--- src/pbb_pkg.sv ---
// Shared constants and helpers for the page bitmap blitter.
// No dependencies; imported by the front, back and top-level modules.
package pbb_pkg;

  // Command codes on the input channel
  localparam logic [1:0] CMD_SET_CURSOR = 2'd0;
  localparam logic [1:0] CMD_START_ICON = 2'd1;
  localparam logic [1:0] CMD_IMAGE_BYTE = 2'd2;

  // Rows covered by one image byte (one page)
  localparam int BYTE_ROWS = 8;
  localparam int ROW_IDX_BITS = 3;
  localparam int PAGE_BITS = 6;

  // Index of the topmost set pixel (bit 7 is row 0); bits must be nonzero
  function automatic logic [ROW_IDX_BITS-1:0] top_row_idx(input logic [BYTE_ROWS-1:0] bits);
    logic [ROW_IDX_BITS-1:0] idx;
    idx = '0;
    for (int i = BYTE_ROWS - 1; i >= 0; i--) begin
      if (bits[BYTE_ROWS-1-i]) begin
        idx = ROW_IDX_BITS'(i);
      end
    end
    return idx;
  endfunction

endpackage

--- src/pbb_fifo.sv ---
// Small register-based queue between the command front end and the pixel back end.
// No package dependencies.
module pbb_fifo #(
  parameter int WIDTH = 44,
  parameter int DEPTH = 4
) (
  input  logic             clk,
  input  logic             rst_n,
  input  logic             push,
  input  logic [WIDTH-1:0] push_data,
  input  logic             pop,
  output logic [WIDTH-1:0] head_data,
  output logic             empty,
  output logic             full
);

  localparam int PTR_BITS = (DEPTH > 1) ? $clog2(DEPTH) : 1;
  localparam int CNT_BITS = $clog2(DEPTH + 1);

  logic [WIDTH-1:0]    mem_r [DEPTH];
  logic [PTR_BITS-1:0] wr_ptr_r, wr_ptr_nxt;
  logic [PTR_BITS-1:0] rd_ptr_r, rd_ptr_nxt;
  logic [CNT_BITS-1:0] count_r, count_nxt;
  logic                do_push, do_pop;

  assign empty     = (count_r == '0);
  assign full      = (count_r == CNT_BITS'(DEPTH));
  assign head_data = mem_r[rd_ptr_r];
  assign do_push   = push && !full;
  assign do_pop    = pop && !empty;

  // Pointer and occupancy update
  always_comb begin
    wr_ptr_nxt = wr_ptr_r;
    rd_ptr_nxt = rd_ptr_r;
    count_nxt  = count_r;
    if (do_push) begin
      wr_ptr_nxt = (wr_ptr_r == PTR_BITS'(DEPTH - 1)) ? '0 : wr_ptr_r + 1'b1;
    end
    if (do_pop) begin
      rd_ptr_nxt = (rd_ptr_r == PTR_BITS'(DEPTH - 1)) ? '0 : rd_ptr_r + 1'b1;
    end
    if (do_push && !do_pop) begin
      count_nxt = count_r + 1'b1;
    end else if (do_pop && !do_push) begin
      count_nxt = count_r - 1'b1;
    end
  end

  always_ff @(posedge clk) begin
    if (!rst_n) begin
      wr_ptr_r <= '0;
      rd_ptr_r <= '0;
      count_r  <= '0;
    end else begin
      wr_ptr_r <= wr_ptr_nxt;
      rd_ptr_r <= rd_ptr_nxt;
      count_r  <= count_nxt;
    end
  end

  // Storage, no reset needed
  always_ff @(posedge clk) begin
    if (do_push) begin
      mem_r[wr_ptr_r] <= push_data;
    end
  end

endmodule

--- src/pbb_front.sv ---
// Command front end: cursor and icon bookkeeping, color register, job issue.
// Depends on pbb_pkg; feeds pbb_fifo.
module pbb_front
  import pbb_pkg::*;
#(
  parameter int COORD_BITS = 10,
  parameter int COLOR_BITS = 16,
  parameter int JOB_W = COLOR_BITS + 2 * COORD_BITS + BYTE_ROWS
) (
  input  logic                  clk,
  input  logic                  rst_n,
  input  logic                  in_valid,
  output logic                  in_stall,
  input  logic [1:0]            in_command,
  input  logic [COORD_BITS-1:0] in_cursor_x,
  input  logic [COORD_BITS-1:0] in_cursor_y,
  input  logic [7:0]            in_icon_width,
  input  logic [7:0]            in_icon_height,
  input  logic [7:0]            in_image_byte,
  input  logic                  cfg_wr_en,
  input  logic [COLOR_BITS-1:0] cfg_wr_data,
  input  logic                  fifo_full,
  output logic                  job_push,
  output logic [JOB_W-1:0]      job_data
);

  localparam int SUM_BITS = ((COORD_BITS > 9) ? COORD_BITS : 9) + 1;

  logic [COLOR_BITS-1:0] draw_color_r;
  logic [COORD_BITS-1:0] cur_col_r, cur_col_nxt;
  logic [COORD_BITS-1:0] cur_row_r, cur_row_nxt;
  logic [COORD_BITS-1:0] origin_col_r, origin_col_nxt;
  logic [COORD_BITS-1:0] page_row_r, page_row_nxt;
  logic [7:0]            width_held_r, width_held_nxt;
  logic [7:0]            column_index_r, column_index_nxt;
  logic [PAGE_BITS-1:0]  pages_left_r, pages_left_nxt;
  logic                  icon_active_r, icon_active_nxt;

  logic                  accept;
  logic [PAGE_BITS-1:0]  pages;
  logic [8:0]            height_up;
  logic [8:0]            col_count;
  logic [PAGE_BITS-1:0]  pages_dec;

  assign in_stall = fifo_full;
  assign accept   = in_valid && !fifo_full;

  assign height_up = {1'b0, in_icon_height} + 9'd7;
  assign pages     = height_up[8:3];
  assign col_count = {1'b0, column_index_r} + 9'd1;
  assign pages_dec = (pages_left_r != '0) ? pages_left_r - 1'b1 : pages_left_r;

  // Only image bytes with at least one set pixel become jobs
  assign job_push = accept && (in_command == CMD_IMAGE_BYTE) && icon_active_r
                    && (in_image_byte != '0);
  assign job_data = {draw_color_r, cur_col_r, page_row_r, in_image_byte};

  // Cursor and icon state update per transaction
  always_comb begin
    cur_col_nxt      = cur_col_r;
    cur_row_nxt      = cur_row_r;
    origin_col_nxt   = origin_col_r;
    page_row_nxt     = page_row_r;
    width_held_nxt   = width_held_r;
    column_index_nxt = column_index_r;
    pages_left_nxt   = pages_left_r;
    icon_active_nxt  = icon_active_r;
    if (accept) begin
      unique case (in_command)
        CMD_SET_CURSOR: begin
          cur_col_nxt     = in_cursor_x;
          cur_row_nxt     = in_cursor_y;
          icon_active_nxt = 1'b0;
        end
        CMD_START_ICON: begin
          origin_col_nxt   = cur_col_r;
          page_row_nxt     = cur_row_r;
          width_held_nxt   = in_icon_width;
          column_index_nxt = '0;
          pages_left_nxt   = pages;
          icon_active_nxt  = 1'b0;
          if (pages != '0) begin
            if (in_icon_width == '0) begin
              // Zero width: skip straight past all pages
              cur_row_nxt    = COORD_BITS'(SUM_BITS'(cur_row_r)
                                           + SUM_BITS'({pages, 3'b000}));
              page_row_nxt   = cur_row_nxt;
              pages_left_nxt = '0;
            end else begin
              icon_active_nxt = 1'b1;
            end
          end
        end
        CMD_IMAGE_BYTE: begin
          if (icon_active_r) begin
            if (col_count >= {1'b0, width_held_r}) begin
              // End of page: back to origin column, down one page
              column_index_nxt = '0;
              cur_col_nxt      = origin_col_r;
              page_row_nxt     = page_row_r + COORD_BITS'(BYTE_ROWS);
              cur_row_nxt      = page_row_nxt;
              pages_left_nxt   = pages_dec;
              if (pages_dec == '0) begin
                icon_active_nxt = 1'b0;
              end
            end else begin
              column_index_nxt = col_count[7:0];
              cur_col_nxt      = cur_col_r + 1'b1;
            end
          end
        end
        default: begin
        end
      endcase
    end
  end

  always_ff @(posedge clk) begin
    if (!rst_n) begin
      draw_color_r   <= '0;
      cur_col_r      <= '0;
      cur_row_r      <= '0;
      origin_col_r   <= '0;
      page_row_r     <= '0;
      width_held_r   <= '0;
      column_index_r <= '0;
      pages_left_r   <= '0;
      icon_active_r  <= 1'b0;
    end else begin
      if (cfg_wr_en) begin
        draw_color_r <= cfg_wr_data;
      end
      cur_col_r      <= cur_col_nxt;
      cur_row_r      <= cur_row_nxt;
      origin_col_r   <= origin_col_nxt;
      page_row_r     <= page_row_nxt;
      width_held_r   <= width_held_nxt;
      column_index_r <= column_index_nxt;
      pages_left_r   <= pages_left_nxt;
      icon_active_r  <= icon_active_nxt;
    end
  end

endmodule

--- src/pbb_back.sv ---
// Pixel back end: expands a byte job into pixel writes, one per unstalled cycle.
// Depends on pbb_pkg; reads from pbb_fifo.
module pbb_back
  import pbb_pkg::*;
#(
  parameter int COORD_BITS = 10,
  parameter int COLOR_BITS = 16,
  parameter int JOB_W = COLOR_BITS + 2 * COORD_BITS + BYTE_ROWS
) (
  input  logic                  clk,
  input  logic                  rst_n,
  input  logic                  fifo_empty,
  input  logic [JOB_W-1:0]      job_data,
  output logic                  job_pop,
  output logic                  out_valid,
  input  logic                  out_stall,
  output logic [COORD_BITS-1:0] out_pixel_x,
  output logic [COORD_BITS-1:0] out_pixel_y,
  output logic [COLOR_BITS-1:0] out_pixel_color,
  output logic                  out_last_of_run
);

  // Current job
  logic                  job_vld_r, job_vld_nxt;
  logic [COLOR_BITS-1:0] job_color_r;
  logic [COORD_BITS-1:0] job_col_r;
  logic [COORD_BITS-1:0] job_row_r;
  logic [BYTE_ROWS-1:0]  job_bits_r, job_bits_nxt;

  // Output register
  logic                  out_vld_r, out_vld_nxt;
  logic [COORD_BITS-1:0] px_r;
  logic [COORD_BITS-1:0] py_r;
  logic [COLOR_BITS-1:0] pc_r;
  logic                  plast_r;

  logic                    advance;
  logic [ROW_IDX_BITS-1:0] row_idx;
  logic [BYTE_ROWS-1:0]    bits_left;
  logic                    job_done;

  assign row_idx   = top_row_idx(job_bits_r);
  assign bits_left = job_bits_r & ~(BYTE_ROWS'(1) << (BYTE_ROWS - 1 - int'(row_idx)));
  assign job_done  = (bits_left == '0);

  // Emit a pixel when the output register is free or being taken
  assign advance = job_vld_r && (!out_vld_r || !out_stall);
  assign job_pop = !fifo_empty && (!job_vld_r || (advance && job_done));

  always_comb begin
    job_vld_nxt  = job_vld_r;
    job_bits_nxt = job_bits_r;
    out_vld_nxt  = out_vld_r;
    if (out_vld_r && !out_stall) begin
      out_vld_nxt = 1'b0;
    end
    if (advance) begin
      out_vld_nxt  = 1'b1;
      job_bits_nxt = bits_left;
      if (job_done) begin
        job_vld_nxt = 1'b0;
      end
    end
    if (job_pop) begin
      job_vld_nxt  = 1'b1;
      job_bits_nxt = job_data[BYTE_ROWS-1:0];
    end
  end

  always_ff @(posedge clk) begin
    if (!rst_n) begin
      job_vld_r <= 1'b0;
      out_vld_r <= 1'b0;
    end else begin
      job_vld_r <= job_vld_nxt;
      out_vld_r <= out_vld_nxt;
    end
  end

  // Payload registers
  always_ff @(posedge clk) begin
    job_bits_r <= job_bits_nxt;
    if (job_pop) begin
      {job_color_r, job_col_r, job_row_r} <= job_data[JOB_W-1:BYTE_ROWS];
    end
    if (advance) begin
      px_r    <= job_col_r;
      py_r    <= job_row_r + COORD_BITS'(row_idx);
      pc_r    <= job_color_r;
      plast_r <= job_done;
    end
  end

  assign out_valid       = out_vld_r;
  assign out_pixel_x     = px_r;
  assign out_pixel_y     = py_r;
  assign out_pixel_color = pc_r;
  assign out_last_of_run = plast_r;

endmodule

--- src/page_bitmap_blitter.sv ---
// Page bitmap blitter top level: front end, job queue and pixel back end.
// Depends on pbb_pkg, pbb_front, pbb_fifo and pbb_back.
//
// Usage:
//   Input channel (in_valid / in_stall) carries commands: set cursor, start
//   icon (width, height) and image bytes of eight vertical pixels, MSB on top.
//   Output channel (out_valid / out_stall) carries one pixel write per
//   transaction with its column, row, color and a flag on the last write of
//   each byte. cfg_wr_en / cfg_wr_data load the draw color.
//   Throughput: one input transaction per cycle while the job queue has room;
//   one pixel write per cycle on the output while the receiver does not
//   stall, so a byte yields one write per set bit (up to 8). The back end's
//   single output port sets the sustained rate.
//   A byte passes through the queue, the back end's job register and its
//   output register before its first pixel appears.
//   Bytes with no set pixels and all other commands produce no output.
//   Reset (synchronous, active low) clears cursor, icon state, color and the
//   queue; no clearing pass is needed.
//   When the receiver stalls, the held pixel stays put; the four-entry queue
//   fills and then in_stall rises until space frees up.
module page_bitmap_blitter
  import pbb_pkg::*;
#(
  parameter int COORD_BITS = 10,
  parameter int COLOR_BITS = 16
) (
  input  logic                  clk,
  input  logic                  rst_n,
  input  logic                  in_valid,
  output logic                  in_stall,
  input  logic [1:0]            in_command,
  input  logic [COORD_BITS-1:0] in_cursor_x,
  input  logic [COORD_BITS-1:0] in_cursor_y,
  input  logic [7:0]            in_icon_width,
  input  logic [7:0]            in_icon_height,
  input  logic [7:0]            in_image_byte,
  input  logic                  cfg_wr_en,
  input  logic [COLOR_BITS-1:0] cfg_wr_data,
  output logic                  out_valid,
  input  logic                  out_stall,
  output logic [COORD_BITS-1:0] out_pixel_x,
  output logic [COORD_BITS-1:0] out_pixel_y,
  output logic [COLOR_BITS-1:0] out_pixel_color,
  output logic                  out_last_of_run
);

  localparam int JOB_W = COLOR_BITS + 2 * COORD_BITS + BYTE_ROWS;
  localparam int QUEUE_DEPTH = 4;

  logic             job_push, job_pop;
  logic [JOB_W-1:0] push_data, head_data;
  logic             fifo_empty, fifo_full;

  pbb_front #(
    .COORD_BITS(COORD_BITS),
    .COLOR_BITS(COLOR_BITS),
    .JOB_W     (JOB_W)
  ) u_front (
    .clk           (clk),
    .rst_n         (rst_n),
    .in_valid      (in_valid),
    .in_stall      (in_stall),
    .in_command    (in_command),
    .in_cursor_x   (in_cursor_x),
    .in_cursor_y   (in_cursor_y),
    .in_icon_width (in_icon_width),
    .in_icon_height(in_icon_height),
    .in_image_byte (in_image_byte),
    .cfg_wr_en     (cfg_wr_en),
    .cfg_wr_data   (cfg_wr_data),
    .fifo_full     (fifo_full),
    .job_push      (job_push),
    .job_data      (push_data)
  );

  pbb_fifo #(
    .WIDTH(JOB_W),
    .DEPTH(QUEUE_DEPTH)
  ) u_fifo (
    .clk      (clk),
    .rst_n    (rst_n),
    .push     (job_push),
    .push_data(push_data),
    .pop      (job_pop),
    .head_data(head_data),
    .empty    (fifo_empty),
    .full     (fifo_full)
  );

  pbb_back #(
    .COORD_BITS(COORD_BITS),
    .COLOR_BITS(COLOR_BITS),
    .JOB_W     (JOB_W)
  ) u_back (
    .clk            (clk),
    .rst_n          (rst_n),
    .fifo_empty     (fifo_empty),
    .job_data       (head_data),
    .job_pop        (job_pop),
    .out_valid      (out_valid),
    .out_stall      (out_stall),
    .out_pixel_x    (out_pixel_x),
    .out_pixel_y    (out_pixel_y),
    .out_pixel_color(out_pixel_color),
    .out_last_of_run(out_last_of_run)
  );

endmodule
--- config.mk ---
export PLATFORM = sky130hd
export DESIGN_NAME = page_bitmap_blitter
export DESIGN_NICKNAME = d
export VERILOG_FILES = /design/src/pbb_pkg.sv /design/src/pbb_fifo.sv /design/src/pbb_front.sv /design/src/pbb_back.sv /design/src/page_bitmap_blitter.sv
export SDC_FILE = /design/constraint.sdc
export NUM_CORES = 1
export LEC_CHECK = 0
export BUFFER_PORTS_ARGS = -buffer_cell sky130_fd_sc_hd__buf_2
export CAP_MARGIN = 5
export CORE_UTILIZATION = 65
export CTS_CLUSTER_DIAMETER = 60
export DETAILED_ROUTE_END_ITERATION = 8
export PLACE_DENSITY = 0.92
export SLEW_MARGIN = 25
export SYNTH_ARGS = -nofsm -noshare
export SYNTH_HDL_FRONTEND = slang
export SYNTH_SLANG_ARGS = --single-unit
--- constraint.sdc ---
create_clock -name clk -period 5.2 [get_ports clk]
set_input_delay 0.52 -clock clk [delete_from_list [all_inputs] [get_ports clk]]
set_output_delay 0.52 -clock clk [all_outputs]
set_load 0.1 [all_outputs]
==> impl_metrics.tcl <==
set metrics [dict create \
    status "complete, no violations" \
    synthCells 1039 \
    cp-startpoint "u_back.job_bits_r[3]$_DFFE_PP_" \
    required_ns 5.41 \
    first_global_vias 9146 \
    synthMuxAreaShare_pct 9.56 \
    io_buffers 105 \
    worstReg2RegStart "u_back.job_bits_r[3]$_DFFE_PP_" \
    num_vias 9387 \
    synth_top_cell_by_area "edfxtp_1" \
    placed_cell_area_mm2 0.0153 \
    synth_xor_area_share_pct 2.59 \
    fp-row-count 54 \
    r2r_setup_slack_ns 1.66 \
    synth_compound_area_share_pct 7.97 \
    netSwitchingPower_mw 2.98 \
    overflow 0 \
    drc 0 \
    layout-drive-gt1-share_pct 20.5 \
    placed_cells 1382 \
    dieArea_mm2 0.0230 \
    utilization_pct 75.3 \
    layout.cells.non_filler 1445 \
    pwr_density_cell_mw_per_mm2 518 \
    post_cts_resized 0 \
    hold_path_end "u_fifo.mem_r[0][3]$_DFFE_PP_" \
    hold_buffers 0 \
    synthToLayoutAreaGrowth_pct 13.1 \
    ys_types 76 \
    rsz0062_at_grt "no" \
    synth_area_per_cell_um2 14.0 \
    antenna_cells 0 \
    synth_top_area_share_pct 53.0 \
    synth_top_family_by_area "multiplexers" \
    pre_cts_ws_ns 1.83 \
    ys_top_cells_by_area "edfxtp_1 53%, dfxtp_1 12%, mux4_2 6.8%, ha_1 2.7%, mux2i_1 2.7%" \
    crit_path_end_kind "flop" \
    cts_tree "yes" \
    whs_path_depth 1 \
    setup_viol 0 \
    fin_ws_ns 1.66 \
    swShare_pct 35.0 \
    io_pins 106 \
    period_needed_ns 3.54 \
    synthArstFlopShare_pct 0 \
    ff2ff_path_depth 6 \
    vias_per_cell 6.50 \
    grt_pass1_wl_um 50400 \
    ant_nets 0 \
    post_cts_buffers 0 \
    dr.pass1.iters 6 \
    worstPathMaxFanout 56 \
    final_nets 1240 \
    drt_wl_total_um 32600 \
    tightest_slew_ns 0.933 \
    synth_warnings 0 \
    hp-class "in2reg" \
    power.share.sequential_pct 44.9 \
    maxSlewHeadroom_pct 37.8 \
    max-cap-violations 0 \
    die_y_um 152 \
    final_common_cell "edfxtp_1" \
    tns_ns 0 \
    ir_drop_mv 0.358 \
    worstPathArrival_ns 3.74 \
    synth-simple-area-share_pct 9.18 \
    critPathLaunchType "flop" \
    placeableCoreArea_mm2 0.0219 \
    syn_area_mm2 0.0146 \
    path_clk_slew_ns 0.07 \
    synth_nets 1140 \
    power_leakage_nw 5.93 \
    initial_core_util_pct 66.5 \
    ys_seq_area_share_pct 65.4 \
    die_w_um 152 \
    cts_max_path_buffers 3 \
    holdCritStartpoint "in_image_byte[3]" \
    synth_flop_cell "edfxtp_1" \
    final_cell_mix "257 x edfxtp_1, 105 x buf_2, 88 x dfxtp_1, 85 x nor2_1, 52 x nand2_1" \
    synth_edf_count 257 \
    synth_fa_ha_area_share_pct 3.09 \
    fin_hold_ws_ns 0.242 \
    path_class "reg2reg" \
    cts_buffers 35 \
    fin_skew_ns 0.0212 \
    htreeDepth 2 \
    final.fill_count 1251 \
    wl_per_cell_um 22.6 \
    maxSlewViolCount 0 \
    clock.fmax_mhz 283 \
    grt_antenna_before_repair 0 \
    fin_crit_sh_pct 68.0 \
    finalHoldViolCount 0 \
    power_mw 8.53 \
    clkLatencyLatePin_ns 0.52 \
    cts_sinks 347 \
    grt_max_degree 60 \
    gp_congestion 0.912 \
    p_comb_share_pct 25.4 \
    synth.ff_latch_count 347 \
    internal-power_mw 5.55 \
    place_hpwl_um 19300 \
    power_frac_clock_pct 29.7 \
    first_iter_violations 875 \
    stdcell_area_mm2 0.0165 \
    track_usage_pct 29.3 \
    rr_endpoint "u_back.job_bits_r[6]$_DFFE_PP_" \
    clockRootBuffer "clkbuf_16" \
]
## kinds of logic (layout without fill, tap and decap cells)
group,Yosys count,count (layout)
flip-flops,347,347
buffers and inverters,84,210
XOR/XNOR,43,43
AO/OA/AOI/OAI,176,176
AND/OR/NAND/NOR,270,270
adder cells (fa/ha/maj),35,35
multiplexers,84,84
## state kept, by name, indices dropped and copies added (netlist names), 16 cells and up, named ones only
signal and cells:
u_fifo.mem_r 176, u_back.job_color_r 16, u_back.out_pixel_color 16, u_front.draw_color_r 16
## worst max-delay path, cell delays in order, from the launching register on
cell and delay (ns):
edfxtp_1 0.59, o41a_1 0.51, a311oi_1 0.54, a2bb2oi_1 0.40, o31a_2 0.23, buf_4 0.58, or2_2 0.36
## layer usage
layer | track usage (%) | part of all wire, %
met1 | 37.8 | 37
met2 | 49.8 | 50
met3 | 5.21 | 9.1
met4 | 11.1 | 3.5
met5 | 0 | 0
## final cells by class
cell class                      count  area, um^2  area share (%)
Timing Repair Buffer              114         593            3.60
Clock inverter                     20         211            1.28
Multi-Input combinational cell    608        4720            28.7
Tap cell                          280         350            2.13
Sequential cell                   347        9520            57.8
Inverter                           33         124           0.752
Clock buffer                       43         947            5.75
## power groups by stage
stage / Combinational [mW] / Sequential (mW) / Clock [mW]
6_report: 2.16 / 3.83 / 2.54
5_1_grt: 2.27 / 3.86 / 2.66
4_1_cts: 2.15 / 3.82 / 2.56
3_5_place_dp: 2.08 / 3.85 / 0
3_3_place_gp: 2.01 / 3.81 / 0
2_1_floorplan: 0.979 / 4.47 / 0
## cells in the mapped netlist (all sizes together), types with 9 or more instances
cell / number
mux4: 44
mux2i: 39
nor2: 87
o31ai: 9
ha: 32
and3: 11
edfxtp: 257
and2: 12
inv: 32
buf: 11
a21oi: 44
o21ai: 45
nand4: 11
dfxtp: 90
xor2: 14
xnor2: 29
clkbuf: 40
nor3: 23
nand3: 29
nand2b: 10
nand2: 55
## how the worst max path moves through the flow
stage                                                   end  slack [ns]  cells after the start
final                        u_back.job_bits_r[6]$_DFFE_PP_        1.66                      6
after floorplan                u_fifo.mem_r[0][0]$_DFFE_PP_        0.93                      4
after global placement    u_front.cur_row_r[6]$_SDFFE_PN0P_        2.00                     11
after detailed placement  u_front.cur_row_r[9]$_SDFFE_PN0P_        1.83                     11
after global routing      u_front.cur_row_r[9]$_SDFFE_PN0P_        1.54                     11
after CTS                    u_back.job_bits_r[6]$_DFFE_PP_        1.80                      6
No activity file was read; power rests on OpenSTA's default activity.
